--- config.mk ---
export PLATFORM = sky130hd
export DESIGN_NAME = multi_motor_duty_soft_stop_unit
export DESIGN_NICKNAME = d
export VERILOG_FILES = /design/src/hdl/mmdss_pkg.sv /design/src/hdl/mmdss_channel.sv /design/src/hdl/multi_motor_duty_soft_stop_unit.sv
export VERILOG_INCLUDE_DIRS = /design/src /design/src/hdl
export SDC_FILE = /design/constraint.sdc
export NUM_CORES = 1
export LEC_CHECK = 0
export CAP_MARGIN = 20
export CORE_MARGIN = 1
export CORE_UTILIZATION = 65
export DETAILED_ROUTE_END_ITERATION = 6
export DONT_BUFFER_PORTS = 1
export GPL_TIMING_DRIVEN = 0
export PLACE_DENSITY = 0.81
export SETUP_SLACK_MARGIN = 0.15
export SLEW_MARGIN = 20
export SYNTH_ARGS = -nofsm -noshare
export SYNTH_HDL_FRONTEND = slang
export SYNTH_SLANG_ARGS = --single-unit
--- constraint.sdc ---
create_clock -name clk -period 5.2 [get_ports clk]
set_clock_uncertainty 0.05 [all_clocks]
set_input_delay 0.78 -clock clk [delete_from_list [all_inputs] [get_ports clk]]
set_output_delay 0.78 -clock clk [all_outputs]
set_load 0.02 [all_outputs]
--- src/hdl/multi_motor_duty_soft_stop_unit_macros.svh ---
// Assertion macros for the motor duty soft-stop unit.
// Included by the top level; no other dependencies.
`ifndef MULTI_MOTOR_DUTY_SOFT_STOP_UNIT_MACROS_SVH
`define MULTI_MOTOR_DUTY_SOFT_STOP_UNIT_MACROS_SVH

// Same-cycle implication, disabled during reset.
`define MMDSS_ASSERT_NOW(label, clk, rst, ante, cons, msg) \
  label: assert property (@(posedge clk) disable iff (rst) (ante) |-> (cons)) \
    else $error(msg);

// Next-cycle implication, disabled during reset.
`define MMDSS_ASSERT_NEXT(label, clk, rst, ante, cons, msg) \
  label: assert property (@(posedge clk) disable iff (rst) (ante) |=> (cons)) \
    else $error(msg);

`endif

--- src/hdl/mmdss_pkg.sv ---
// Shared types and constants for the motor duty soft-stop unit.
// No dependencies; imported by every module of the block.
package mmdss_pkg;

  localparam int MOTOR_COUNT_DEF = 4;
  localparam int DUTY_WIDTH_DEF  = 8;
  localparam int PCT_MAX         = 100;

  localparam int REQ_W       = 3;
  localparam int IDX_W       = 2;
  localparam int PCT_W       = 7;
  localparam int STEP_MS_W   = 16;
  localparam int STEP_DUTY_W = 8;
  localparam int OUT_DUTY_W  = 8;
  localparam int OUT_MOTORS  = 4;
  localparam int CFG_DATA_W  = 16;
  localparam int CFG_IDX_W   = 1;

  localparam logic [STEP_MS_W-1:0]   STEP_MS_RESET   = 16'd50;
  localparam logic [STEP_DUTY_W-1:0] STEP_DUTY_RESET = 8'd1;

  typedef enum logic [REQ_W-1:0] {
    REQ_SET_POWER = 3'd0,
    REQ_DIR_HIGH  = 3'd1,
    REQ_DIR_LOW   = 3'd2,
    REQ_SOFT_STOP = 3'd3,
    REQ_TICK      = 3'd4
  } req_t;

  typedef enum logic [CFG_IDX_W-1:0] {
    CFG_STEP_MS   = 1'b0,
    CFG_STEP_DUTY = 1'b1
  } cfg_idx_t;

  typedef struct packed {
    logic set_power;
    logic dir_high;
    logic dir_low;
    logic soft_stop;
    logic tick;
  } chan_cmd_t;

endpackage

--- src/hdl/mmdss_channel.sv ---
// One motor channel: duty, direction and soft-stop ramp state.
// Depends on mmdss_pkg; instantiated by multi_motor_duty_soft_stop_unit.
module mmdss_channel
  import mmdss_pkg::*;
#(
  parameter int DUTY_WIDTH = DUTY_WIDTH_DEF
) (
  input  logic                   clk,
  input  logic                   rst,
  input  logic                   en,
  input  chan_cmd_t              cmd,
  input  logic [DUTY_WIDTH-1:0]  set_duty,
  input  logic [STEP_MS_W-1:0]   step_ms,
  input  logic [STEP_DUTY_W-1:0] step_duty,
  output logic [DUTY_WIDTH-1:0]  duty_new,
  output logic                   dir_new,
  output logic                   active_new,
  output logic                   done
);

  localparam int CmpW = (DUTY_WIDTH > STEP_DUTY_W) ? DUTY_WIDTH : STEP_DUTY_W;

  logic [DUTY_WIDTH-1:0] duty, duty_next;
  logic                  dir, dir_next;
  logic                  active, active_next;
  logic [STEP_MS_W-1:0]  tick_cnt, tick_cnt_next;
  logic [STEP_MS_W-1:0]  cnt_inc;
  logic                  step_hit;
  logic                  ramp_end;

  assign cnt_inc  = (tick_cnt != '1) ? tick_cnt + 1'b1 : tick_cnt;
  assign step_hit = (cnt_inc >= step_ms);
  assign ramp_end = (CmpW'(duty) <= CmpW'(step_duty));

  always_comb begin
    duty_next     = duty;
    dir_next      = dir;
    active_next   = active;
    tick_cnt_next = tick_cnt;
    done          = 1'b0;
    if (cmd.tick) begin
      if (active) begin
        tick_cnt_next = cnt_inc;
        if (step_hit) begin
          tick_cnt_next = '0;
          if (ramp_end) begin
            duty_next   = '0;
            active_next = 1'b0;
            done        = 1'b1;
          end else begin
            duty_next = duty - DUTY_WIDTH'(step_duty);
          end
        end
      end
    end else if (cmd.set_power) begin
      active_next = 1'b0;
      duty_next   = set_duty;
    end else if (cmd.dir_high) begin
      dir_next = 1'b1;
    end else if (cmd.dir_low) begin
      dir_next = 1'b0;
    end else if (cmd.soft_stop) begin
      if (duty != '0) begin
        active_next   = 1'b1;
        tick_cnt_next = '0;
      end
    end
  end

  always_ff @(posedge clk) begin
    if (rst) begin
      duty     <= '0;
      dir      <= 1'b0;
      active   <= 1'b0;
      tick_cnt <= '0;
    end else if (en) begin
      duty     <= duty_next;
      dir      <= dir_next;
      active   <= active_next;
      tick_cnt <= tick_cnt_next;
    end
  end

  assign duty_new   = duty_next;
  assign dir_new    = dir_next;
  assign active_new = active_next;

endmodule

--- src/hdl/multi_motor_duty_soft_stop_unit.sv ---
// Four-channel motor duty controller with timed soft stop.
// Input beats carry a command or a millisecond tick (s_tuser = request kind,
// s_tdata = motor index and percent). Every input beat yields exactly one
// output beat on m_* showing all duties, direction, stopping and stop-done
// masks after that beat took effect.
// Config: cfg_wr_en/cfg_index/cfg_wdata write step_ms (index 0) and
// step_duty (index 1); write only while the block is idle.
// Path: input register, then result register, from input to output beat.
// Throughput: one beat per cycle while m_tready is high; the command decode,
// the percent-to-duty table and each channel's ramp step are one short pass.
// Reset (rst, synchronous): all duties zero, directions low, no ramp running,
// step_ms 50, step_duty 1, both stages empty.
// Stall: when m_tready is low the result register holds; one more beat waits
// in the input register, then s_tready drops until the result is taken.
// Depends on mmdss_pkg, mmdss_channel and the assertion macro header.
`include "multi_motor_duty_soft_stop_unit_macros.svh"

module multi_motor_duty_soft_stop_unit
  import mmdss_pkg::*;
#(
  parameter int MOTOR_COUNT = MOTOR_COUNT_DEF,
  parameter int DUTY_WIDTH  = DUTY_WIDTH_DEF
) (
  input  logic                  clk,
  input  logic                  rst,
  input  logic                  cfg_wr_en,
  input  logic [CFG_IDX_W-1:0]  cfg_index,
  input  logic [CFG_DATA_W-1:0] cfg_wdata,
  input  logic                  s_tvalid,
  output logic                  s_tready,
  input  logic [15:0]           s_tdata,   // [1:0] motor_index, [8:2] percent
  input  logic [2:0]            s_tuser,   // [2:0] req_type
  output logic                  m_tvalid,
  input  logic                  m_tready,
  output logic [47:0]           m_tdata    // [7:0] duty_m0, [15:8] duty_m1,
                                           // [23:16] duty_m2, [31:24] duty_m3,
                                           // [35:32] direction_mask,
                                           // [39:36] stopping_mask,
                                           // [43:40] stop_done_mask
);

  localparam int DutyMax  = (1 << DUTY_WIDTH) - 1;
  localparam int PctDepth = 1 << PCT_W;

  logic [STEP_MS_W-1:0]   step_ms;
  logic [STEP_DUTY_W-1:0] step_duty;

  logic                   in_valid;
  logic [REQ_W-1:0]       in_req;
  logic [IDX_W-1:0]       in_idx;
  logic [PCT_W-1:0]       in_pct;
  logic                   adv;
  logic                   fire;

  logic [DUTY_WIDTH-1:0]  pct_lut [PctDepth];
  logic [DUTY_WIDTH-1:0]  set_duty;

  logic [DUTY_WIDTH-1:0]  ch_duty   [MOTOR_COUNT];
  logic [MOTOR_COUNT-1:0] ch_dir;
  logic [MOTOR_COUNT-1:0] ch_active;
  logic [MOTOR_COUNT-1:0] ch_done;

  logic [OUT_DUTY_W-1:0]  res_duty [OUT_MOTORS];
  logic [OUT_MOTORS-1:0]  res_dir, res_stop, res_done;
  logic [OUT_DUTY_W-1:0]  out_duty [OUT_MOTORS];
  logic [OUT_MOTORS-1:0]  out_dir, out_stop, out_done;

  always_ff @(posedge clk) begin
    if (rst) begin
      step_ms   <= STEP_MS_RESET;
      step_duty <= STEP_DUTY_RESET;
    end else if (cfg_wr_en) begin
      unique case (cfg_idx_t'(cfg_index))
        CFG_STEP_MS:   step_ms   <= cfg_wdata[STEP_MS_W-1:0];
        CFG_STEP_DUTY: step_duty <= cfg_wdata[STEP_DUTY_W-1:0];
        default: ;
      endcase
    end
  end

  assign adv      = !m_tvalid || m_tready;
  assign fire     = in_valid && adv;
  assign s_tready = !in_valid || adv;

  always_ff @(posedge clk) begin
    if (rst) begin
      in_valid <= 1'b0;
    end else if (s_tready) begin
      in_valid <= s_tvalid;
    end
  end

  always_ff @(posedge clk) begin
    if (s_tvalid && s_tready) begin
      in_req <= s_tuser[REQ_W-1:0];
      in_idx <= s_tdata[IDX_W-1:0];
      in_pct <= s_tdata[IDX_W+PCT_W-1:IDX_W];
    end
  end

  // Percent to duty, clamped above full scale.
  for (genvar g = 0; g < PctDepth; g++) begin : g_lut
    localparam int Pc = (g > PCT_MAX) ? PCT_MAX : g;
    assign pct_lut[g] = DUTY_WIDTH'((Pc * DutyMax) / PCT_MAX);
  end
  assign set_duty = pct_lut[in_pct];

  for (genvar i = 0; i < MOTOR_COUNT; i++) begin : g_chan
    chan_cmd_t cmd;
    logic      sel;
    assign sel = (32'(in_idx) == i);
    always_comb begin
      cmd = '0;
      unique case (in_req)
        REQ_SET_POWER: cmd.set_power = sel;
        REQ_DIR_HIGH:  cmd.dir_high  = sel;
        REQ_DIR_LOW:   cmd.dir_low   = sel;
        REQ_SOFT_STOP: cmd.soft_stop = sel;
        REQ_TICK:      cmd.tick      = 1'b1;
        default:       cmd           = '0;
      endcase
    end

    mmdss_channel #(
      .DUTY_WIDTH(DUTY_WIDTH)
    ) u_chan (
      .clk        (clk),
      .rst        (rst),
      .en         (fire),
      .cmd        (cmd),
      .set_duty   (set_duty),
      .step_ms    (step_ms),
      .step_duty  (step_duty),
      .duty_new   (ch_duty[i]),
      .dir_new    (ch_dir[i]),
      .active_new (ch_active[i]),
      .done       (ch_done[i])
    );
  end

  for (genvar o = 0; o < OUT_MOTORS; o++) begin : g_res
    if (o < MOTOR_COUNT) begin : g_on
      assign res_duty[o] = OUT_DUTY_W'(ch_duty[o]);
      assign res_dir[o]  = ch_dir[o];
      assign res_stop[o] = ch_active[o];
      assign res_done[o] = ch_done[o];
    end else begin : g_off
      assign res_duty[o] = '0;
      assign res_dir[o]  = 1'b0;
      assign res_stop[o] = 1'b0;
      assign res_done[o] = 1'b0;
    end
  end

  always_ff @(posedge clk) begin
    if (rst) begin
      m_tvalid <= 1'b0;
    end else if (adv) begin
      m_tvalid <= in_valid;
    end
  end

  always_ff @(posedge clk) begin
    if (fire) begin
      out_duty <= res_duty;
      out_dir  <= res_dir;
      out_stop <= res_stop;
      out_done <= res_done;
    end
  end

  assign m_tdata = {4'b0, out_done, out_stop, out_dir,
                    out_duty[3], out_duty[2], out_duty[1], out_duty[0]};

  `MMDSS_ASSERT_NEXT(a_done_only_on_tick, clk, rst,
    fire && (in_req != REQ_TICK), out_done == '0, "stop done outside tick")
  `MMDSS_ASSERT_NOW(a_done_not_stopping, clk, rst,
    m_tvalid, (out_done & out_stop) == '0, "finished motor still stopping")
  `MMDSS_ASSERT_NOW(a_ready_only_on_stall, clk, rst,
    !s_tready, in_valid && m_tvalid && !m_tready, "input stalled without cause")

endmodule
==> results of run 1 <==
==> final timing paths <==
check,end,slack (ns)
hold / removal,in_pct[1],0.37
setup / recovery,g_chan[1].u_chan.tick_cnt[2],0.43
setup reg to reg,g_chan[1].u_chan.tick_cnt[2],0.43
hold reg to reg,step_ms[13],0.41
==> metrics by stage <==
stage	hold slack (ns)	instance area, sq um	util
after floorplan	0.3863	13260	-
after global placement	0.3932	13600	0.6895
after detailed placement	0.3965	13620	0.6906
after CTS	0.3629	14200	0.7200
after global routing	0.3586	14220	0.7213
final	0.3722	14220	0.7213
==> registers in the layout, indices dropped and copies added (netlist names), 7 cells and up <==
name                    flops
step_duty                   8
step_ms                    16
m_tdata                    32
g_chan.u_chan.tick_cnt     64
g_chan.u_chan.duty         32
in_pct                      7
==> cell usage in the layout (no fill, tap or decap), types with 7 or more instances in the layout <==
master	netlist	routed
dfxtp_1	130	130
a21oi_1	135	135
mux2i_1	11	11
clkbuf_1	48	48
o21ai_0	95	95
a211oi_1	14	14
ha_1	111	111
xnor2_1	41	41
edfxtp_1	56	56
and3_1	18	18
nor2_1	148	148
o21ai_1	10	10
a31oi_1	27	27
nor3_1	44	44
nor2b_1	21	21
nand3_1	60	60
nand2b_1	24	24
clkbuf_16	0	17
and4_1	11	11
a211o_1	8	8
o211ai_1	14	14
nand2_1	195	195
nor4_1	15	14
nand4_1	25	25
inv_1	69	69
a21o_1	16	16
or3_1	7	7
and2_1	11	11
o21a_1	20	20
a22oi_1	40	40
xor2_1	23	23
buf_2	23	24
mux2_2	12	12
a311oi_1	25	25
==> kinds of logic (layout without fill, tap and decap cells) <==
logic type | Yosys count | count (layout) | share of synthesized area
AO/OA/AOI/OAI | 485 | 485 | 0.2393
XOR/XNOR | 64 | 64 | 0.04230
adder cells (fa/ha/maj) | 116 | 116 | 0.1116
buffers and inverters | 150 | 183 | 0.04692
flip-flops | 186 | 186 | 0.3233
multiplexers | 24 | 24 | 0.02020
other | 1 | 4 | 0.0002830
AND/OR/NAND/NOR | 603 | 603 | 0.2161
==> layer usage <==
layer | track usage | wire (microns)
met4 | 0.2017 | 1825
met2 | 0.5658 | 16960
met1 | 0.5191 | 16530
met5 | 0 | 0
met3 | 0.07667 | 4052
==> cell type report <==
| type | count | area (sq um) | area share |
|---|---|---|---|
| Clock buffer | 17 | 425.4 | 0.02991 |
| Multi-Input combinational cell | 1296 | 8384 | 0.5895 |
| Sequential cell | 186 | 4284 | 0.3012 |
| Inverter | 70 | 262.8 | 0.01847 |
| Tap cell | 265 | 331.6 | 0.02331 |
| Clock inverter | 15 | 153.9 | 0.01082 |
| Timing Repair Buffer | 1 | 20.02 | 0.001408 |
| Buffer | 80 | 360.3 | 0.02534 |
==> report_power, final <==
part           switching [mW]  leakage [nW]  internal [mW]
logic                   0.366          3.69          0.189
registers              0.0555          1.59           1.54
clock network           0.657         0.288          0.642
==> repair_timing <==
| action | in CTS | in global routing |
|---|---|---|
| endpoints found under the setup margin | 0 | 35 |
| gates resized for setup | 0 | 4 |
| buffers inserted | 0 | 0 |
==> flow_summary.json, run 1 <==
{
  "status": "finished clean",
  "via_count": 12972,
  "area_delta_synth_final_pct": 7.317,
  "setup_viol": 0,
  "die_h_microns": 144.8,
  "drv_cap": 0,
  "gr-usage-all-layers": 0.3808,
  "initialDrtViolationCount": 1373,
  "synth_commonest_cells": "nand2_1, nor2_1, a21oi_1, dfxtp_1, ha_1",
  "syn-cell-area_sq_um": 13250,
  "grt_max_degree": 28,
  "dp_hpwl_microns": 29150,
  "synth_enable_flop_cells": 56,
  "io-pin-count": 91,
  "cp.required_ns": 5.53,
  "synth_ff_type": "dfxtp_1",
  "period_share": 0.9181,
  "drive_gt1_frac": 0.06186,
  "clock_latency_ns": 0.45,
  "hold_viol_final": 0,
  "crit_buf_inv": 1,
  "placementRows": 51,
  "core-area_sq_um": 19720,
  "synth_seq_area_share": 0.3233,
  "synth.area.top_cells": "dfxtp_1, edfxtp_1, ha_1, nand2_1, a21oi_1",
  "yosysMostFrequentCell": "nand2_1",
  "cts_root_buffer": "clkbuf_16",
  "critPathKind": "register to register",
  "io_buffers": 0,
  "die-area_sq_um": 20960,
  "r2r_cells": 13,
  "pre_cts_ws_ns": 0.2900,
  "worstPathMaxFanout": 10,
  "cts.sinks": 186,
  "fin_cells": 1930,
  "tightest_slew_ns": 0.9321,
  "total_power_mw": 3.449,
  "synth_top_area_frac": 0.1964,
  "crit_path_end_kind": "register",
  "drc": 0,
  "netlist_instances": 1629,
  "synth_cell_types": 81,
  "fmax_mhz": 209.5,
  "cts_tree": "done",
  "power_density_nw_per_um2": 242.5,
  "syn_avg_cell_area_sq_um": 8.135,
  "cpPeakStageDelay_ns": 0.54,
  "start_util": 0.6721,
  "htree_levels": 4,
  "slew_headroom": 0.3763,
  "grt_pass1_vias": 11515,
  "timing.rr.start": "g_chan[1].u_chan.tick_cnt[5]",
  "die_w_microns": 144.8,
  "antenna_cells": 0,
  "final_max_slew_viol_count": 0,
  "arrival_ns": 5.11,
  "place_congestion": 0.9816,
  "synth_top_cell_by_area": "dfxtp_1",
  "cp_common_cell": "o21ai_0",
  "via_per_inst": 6.721,
  "grt_overflow_total": 0,
  "wire_per_inst_microns": 20.40,
  "setup.worst_path.start": "g_chan[1].u_chan.tick_cnt[5]",
  "dr.pass1.iters": 7,
  "clockBufferDepth": 2,
  "dpl.cell_count": 1898,
  "critical-path-top-delay-family": "compound AO/OA/AOI/OAI gates",
  "clk_pin_slew_ns": 0.08,
  "wirelength_microns": 39370,
  "hold_buffers": 0,
  "path_cells": "nand4_1 > or2_2 > nor4_2 > mux2_2 > ha_1 > a211oi_1 > o21ai_0 > a21oi_1 > o21ai_0 > a2111oi_1 > clkbuf_1 > a22oi_1 > nor2_1",
  "ant_nets": 0,
  "setup_ws_ns": 0.4257,
  "fillCellCount": 1578,
  "antenna_found_initial": 0,
  "leakage_nw": 5.566,
  "hp-class": "input pin to register",
  "hold_start": "s_tdata[3]",
  "cts_buffers": 17,
  "grt_pass1_wl_microns": 60840,
  "period_minus_slack_ns": 4.774,
  "nNetsFinal": 1808,
  "setup_tns_ns": 0,
  "crit_cells": 13,
  "cpMaxStageDelayCell": "nor4_2",
  "ys.warnings.count": 0,
  "synth-seq-cells": 186,
  "hold_depth": 0,
  "vdd_ir_drop_max_mv": 0.2042,
  "cp-start-kind": "register",
  "rsz0062_at_grt": "true",
  "synth-async-reset-ratio": 0
}
Note: power is estimated with default switching activity, not from simulation.
==> run 2: changes to the inputs <==
--- a/config.mk
+++ b/config.mk
@@ -7,12 +7,14 @@
 export NUM_CORES = 1
 export LEC_CHECK = 0
 export CAP_MARGIN = 20
+export CELL_PAD_IN_SITES_DETAIL_PLACEMENT = 2
+export CELL_PAD_IN_SITES_GLOBAL_PLACEMENT = 2
 export CORE_MARGIN = 1
-export CORE_UTILIZATION = 65
+export CORE_UTILIZATION = 36
 export DETAILED_ROUTE_END_ITERATION = 6
 export DONT_BUFFER_PORTS = 1
 export GPL_TIMING_DRIVEN = 0
-export PLACE_DENSITY = 0.81
+export PLACE_DENSITY = 0.78
 export SETUP_SLACK_MARGIN = 0.15
 export SLEW_MARGIN = 20
 export SYNTH_ARGS = -nofsm -noshare
==> constraint.sdc (replaced) <==
create_clock -name clk -period 4.05 [get_ports clk]
set_clock_uncertainty 0.05 [all_clocks]
set_input_delay 0.6075 -clock clk [delete_from_list [all_inputs] [get_ports clk]]
set_output_delay 0.6075 -clock clk [all_outputs]
set_load 0.02 [all_outputs]
==> flow_summary.json, run 2 (synthesized netlist as in run 1, its figures left out) <==
{
  "placementRows": 69,
  "grt_overflow_total": 0,
  "via_count": 14327,
  "antenna_found_initial": 1,
  "final_max_slew_viol_count": 0,
  "clock_latency_ns": 0.48,
  "largest_reg_flops": 64,
  "hp-class": "input pin to register",
  "top_register": "g_chan.u_chan.tick_cnt",
  "hold_viol_final": 0,
  "met2_usage": 0.5121,
  "grt_pass1_vias": 14468,
  "grt_max_degree": 30,
  "fin_cells": 2207,
  "leakage_nw": 6.264,
  "path_cells": "buf_6 > and4_4 > nand2_4 > or4_4 > buf_6 > nand2b_4 > buf_6 > nor2_4 > xor2_2 > ha_4 > a21oi_4 > o21ai_2 > a221oi_2 > buf_4 > o21ai_4 > nor3_4 > buf_12 > buf_8 > a21oi_2 > a311oi_1",
  "via_per_inst": 6.492,
  "grt_pass1_wl_microns": 86300,
  "io_buffers": 0,
  "cp.required_ns": 4.35,
  "total_power_mw": 4.641,
  "clockBufferDepth": 2,
  "met1_usage": 0.3699,
  "setup_viol": 39,
  "layout_commonest_cell": "nand2_1",
  "switching_share": 0.3311,
  "area_delta_synth_final_pct": 21.87,
  "drive_gt1_frac": 0.1881,
  "clk_pin_slew_ns": 0.09,
  "status": "complete, but fails checks",
  "layout_common_cells": "nand2_1, nor2_1, a21oi_1",
  "ant_nets": 0,
  "period_share": 1.054,
  "rsz0062_at_grt": "true",
  "place_congestion": 0.9615,
  "p_clk_frac": 0.375,
  "initialDrtViolationCount": 1015,
  "switching_power_mw": 1.537,
  "cts.sinks": 186,
  "cts_root_buffer": "clkbuf_16",
  "drc": 0,
  "grt_most_used_layer": "met2",
  "fmax_mhz": 234.3,
  "io-pin-count": 91,
  "violations": "setup timing",
  "htree_levels": 4,
  "arrival_ns": 4.57,
  "p_comb_frac": 0.184,
  "critPathKind": "register to register",
  "p_seq_frac": 0.441,
  "whs_ns": 0.1702,
  "critical-path-top-delay-family": "simple AND/OR/NAND/NOR gates",
  "crit_buf_inv": 6,
  "cts_buffers": 17,
  "core-area_sq_um": 35910,
  "period_minus_slack_ns": 4.268,
  "vdd_ir_drop_max_mv": 0.3165,
  "dpl.cell_count": 2094,
  "dp_hpwl_microns": 40640,
  "setup_ws_ns": -0.2179,
  "die_h_microns": 193.9,
  "cp_common_cell": "buf_6",
  "wirelength_microns": 64240,
  "tightest_slew_ns": 1.111,
  "gr-usage-all-layers": 0.2961,
  "wire_per_inst_microns": 29.11,
  "die-area_sq_um": 37580,
  "cts_tree": "done",
  "slew_headroom": 0.2562,
  "grt_util_met3": 0.04557,
  "cpMaxStageDelayCell": "or4_4",
  "intPower_mw": 3.104,
  "dr.pass1.iters": 5,
  "worstPathMaxFanout": 5,
  "crit_path_end_kind": "register",
  "drv_cap": 0,
  "cp-start-kind": "register",
  "power_density_nw_per_um2": 287.4,
  "start_util": 0.3690,
  "nNetsFinal": 1887,
  "die_w_microns": 193.9,
  "cpPeakStageDelay_ns": 0.55
}
run 2: path summary, 6_finish.rpt:
| check | from | to | slack [ns] | cells after the start |
|---|---|---|---|---|
| max | g_chan[0].u_chan.tick_cnt[4] | g_chan[0].u_chan.tick_cnt[8] | -0.22 | 20 |
| min | s_tuser[0] | in_req[0] | 0.17 | 0 |
| max reg2reg | g_chan[0].u_chan.tick_cnt[4] | g_chan[0].u_chan.tick_cnt[8] | -0.22 | 20 |
| min reg2reg | step_ms[3] | step_ms[3] | 0.42 | 2 |
run 2: power groups by stage:
stage / Clock (mW) / Combinational [mW] / Sequential [mW]
after floorplan: 0 / 0.500 / 2.07
after global placement: 0 / 0.715 / 2.09
after detailed placement: 0 / 0.753 / 2.09
after CTS: 1.73 / 0.776 / 2.05
after global routing: 1.81 / 0.901 / 2.05
final: 1.74 / 0.854 / 2.05
run 2: cell type report:
type                            count  area (sq um)
Antenna cell                        2         5.005
Buffer                             79         446.7
Clock buffer                       21         481.7
Clock inverter                     11         85.08
Fill cell                        3967         19760
Inverter                           70         262.8
Multi-Input combinational cell   1296          9229
Sequential cell                   186          4329
Tap cell                          461         576.8
Timing Repair Buffer               81         734.5
run 2: per-stage QoR:
step / utilization / setup TNS, ns / instance area, sq um / setup WS, ns
2_1_floorplan: - / 0 / 13260 / 0.1837
6_report: 0.4497 / -3.785 / 16150 / -0.2179
4_1_cts: 0.4202 / 0 / 15090 / 0.1179
3_5_place_dp: 0.3860 / -70.17 / 13860 / -1.186
5_1_grt: 0.4496 / -6.336 / 16150 / -0.2806
3_3_place_gp: 0.3854 / -101.74 / 13840 / -1.030
run 2: metal layers:
metal	part of all wire	vias up
li1	-	6211
met1	0.41	7373
met2	0.49	561
met3	0.059	182
met4	0.042	0
met5	0	-
run 2: timing repair:
item | 4_1_cts | 5_1_grt
buffers inserted | 33 | 44
hold buffers | 0 | 0
pin swaps | 29 | 71
gates resized for setup | 93 | 157
endpoints found under the setup margin | 140 | 125
cloned | 1 | 2
==> run 3: changes to the inputs <==
--- a/config.mk
+++ b/config.mk
@@ -6,11 +6,12 @@
 export SDC_FILE = /design/constraint.sdc
 export NUM_CORES = 1
 export LEC_CHECK = 0
+export ABC_AREA = 1
 export CAP_MARGIN = 20
 export CELL_PAD_IN_SITES_DETAIL_PLACEMENT = 2
 export CELL_PAD_IN_SITES_GLOBAL_PLACEMENT = 2
 export CORE_MARGIN = 1
-export CORE_UTILIZATION = 36
+export CORE_UTILIZATION = 33
 export DETAILED_ROUTE_END_ITERATION = 6
 export DONT_BUFFER_PORTS = 1
 export GPL_TIMING_DRIVEN = 0
==> flow_summary.json, run 3 <==
{
  "postCtsSetupRepairBufs": 0,
  "synth_simple_gate_area_share": 0.3421,
  "final_max_slew_viol_count": 0,
  "wire_per_inst_microns": 21.20,
  "power_density_nw_per_um2": 324.7,
  "period_minus_slack_ns": 3.633,
  "cp_common_cell": "nand2_1",
  "synth_cell_types": 47,
  "crit_path_end_kind": "register",
  "synth_xor_xnor_area_share": 0.02563,
  "initialDrtViolationCount": 446,
  "syn-cell-area_sq_um": 14010,
  "dr.pass1.iters": 4,
  "start_util": 0.3341,
  "synth_ff_type": "dfxtp_1",
  "die_h_microns": 208.1,
  "via_count": 14491,
  "via_per_inst": 5.373,
  "area_delta_synth_final_pct": 9.902,
  "vdd_ir_drop_max_mv": 0.3124,
  "cpMaxStageDelayCell": "dfxtp_1",
  "whs_ns": 0.1498,
  "placementRows": 75,
  "hold_depth": 0,
  "cts_buffers": 17,
  "leakage_nw": 7.217,
  "grt_max_degree": 47,
  "cp-start-kind": "register",
  "synth_compound_gate_area_share": 0.1172,
  "path_cells": "ha_1 > nand2_1 > nor2_2 > nand2_1 > nor2_4 > inv_2 > buf_2 > nand2_1 > ha_1 > a21oi_1 > o21ai_0 > nor2_1 > nand3_1 > clkbuf_4 > clkinvlp_4 > clkbuf_4 > nand3_1 > a21oi_1",
  "arrival_ns": 4.01,
  "rsz0062_at_grt": "false",
  "yosysMostFrequentCell": "nand2_1",
  "netlist_instances": 2121,
  "synth_enable_flop_cells": 56,
  "gr-usage-all-layers": 0.2683,
  "die-area_sq_um": 43290,
  "drc": 0,
  "hold_viol_final": 0,
  "synth_top_family_by_area": "simple AND/OR/NAND/NOR gates",
  "top_register": "g_chan.u_chan.tick_cnt",
  "synth_top_cell_by_area": "dfxtp_1",
  "synth.area.top_cells": "dfxtp_1, nand2_1, edfxtp_1, nand3_1, ha_1",
  "synth_seq_area_share": 0.3057,
  "core-area_sq_um": 41950,
  "clock_latency_ns": 0.50,
  "slew_headroom": 0.2245,
  "clk_pin_slew_ns": 0.07,
  "io_buffers": 0,
  "die_w_microns": 208.1,
  "worstPathMaxFanout": 10,
  "synth_commonest_cells": "nand2_1, inv_1, nand3_1, a21oi_1, nor2_1",
  "fillCellCount": 5118,
  "fin_cells": 2697,
  "cts_root_buffer": "clkbuf_16",
  "cts_tree": "done",
  "syn_avg_cell_area_sq_um": 6.607,
  "clockBufferDepth": 2,
  "cpPeakStageDelay_ns": 0.42,
  "setup_viol": 0,
  "wirelength_microns": 57170,
  "ant_nets": 0,
  "place_congestion": 0.8801,
  "synthAdderAreaFrac": 0.1048,
  "status": "finished clean",
  "critPathKind": "register to register",
  "layout_common_cells": "nand2_1, inv_1, nand3_1",
  "hp-class": "input pin to register",
  "total_power_mw": 5.000,
  "grt_pass1_wl_microns": 89190,
  "nNetsFinal": 2300,
  "cp.required_ns": 4.43,
  "synthMuxAreaShare": 0.0008036,
  "synth_top_area_frac": 0.1857,
  "io-pin-count": 91,
  "cts.sinks": 186,
  "largest_reg_flops": 64,
  "tightest_slew_ns": 1.153,
  "grt_overflow_total": 0,
  "dp_hpwl_microns": 45020,
  "drv_cap": 0,
  "grt_pass1_vias": 15924,
  "ys.warnings.count": 0,
  "dpl.cell_count": 2664,
  "antenna_found_initial": 1,
  "fmax_mhz": 275.3,
  "r2r_cells": 18,
  "htree_levels": 4,
  "synth-seq-cells": 186,
  "setup_tns_ns": 0,
  "drive_gt1_frac": 0.06676,
  "layout_commonest_cell": "nand2_1",
  "synth-async-reset-ratio": 0,
  "period_share": 0.8970
}
-- run 3: path summary, 6_finish.rpt --
check	start	endpoint	slack [ns]
worst max-delay path	g_chan[0].u_chan.tick_cnt[1]	g_chan[0].u_chan.tick_cnt[3]	0.42
worst max register to register	g_chan[0].u_chan.tick_cnt[1]	g_chan[0].u_chan.tick_cnt[3]	0.42
worst min register to register	g_chan[2].u_chan.dir	g_chan[2].u_chan.dir	0.42
worst min-delay path	s_tdata[3]	in_pct[1]	0.15
-- run 3: cells by family after synthesis --
group,Yosys count
simple gates,1105
buf+inv,370
compound gates,302
flops,186
fa+ha+maj,115
xor+xnor,41
other cells,1
mux,1
-- run 3: final cells by class --
cell class | count | area, sq um | area share
Clock buffer | 21 | 493.0 | 0.03201
Multi-Input combinational cell | 1568 | 8349 | 0.5421
Sequential cell | 186 | 4285 | 0.2783
Timing Repair Buffer | 1 | 27.53 | 0.001787
Clock inverter | 11 | 103.9 | 0.006743
Antenna cell | 1 | 2.502 | 0.0001625
Inverter | 302 | 1137 | 0.07385
Tap cell | 539 | 674.4 | 0.04379
Buffer | 68 | 327.8 | 0.02129
-- run 3: timing repair --
action,CTS,global route
endpoints found under the setup margin,22,81
resized for setup,2,20
hold buffers,0,0
-- run 3: layer usage --
layer,GRT usage,wire length (microns),vias to the layer above
li1,-,-,6989
met1,0.3206,24810,7173
met2,0.4661,27980,229
met3,0.04604,2068,100
met4,0.1280,2316,0
met5,0,0,-
-- run 3: where the power goes --
group	internal [mW]	switching, mW
logic	0.322	0.787
clock network	0.942	0.859
registers	2.00	0.0871
-- run 3: through the flow --
step	setup WS, ns	util	instance area, sq um
4_1_cts	0.1586	0.3655	15330
5_1_grt	0.1543	0.3672	15400
3_3_place_gp	0.2564	0.3504	14700
6_report	0.4173	0.3672	15400
3_5_place_dp	0.1049	0.3512	14730
2_1_floorplan	1.148	-	14020
-- run 3: worst max-delay path: cells and delay by family (launching register included) --
family	cells	cell delay, ns
AND/OR/NAND/NOR	8	1.23
flip-flops	1	0.42
buffers and inverters	5	0.93
AO/OA/AOI/OAI	3	0.41
adder cells (fa/ha/maj)	2	0.50
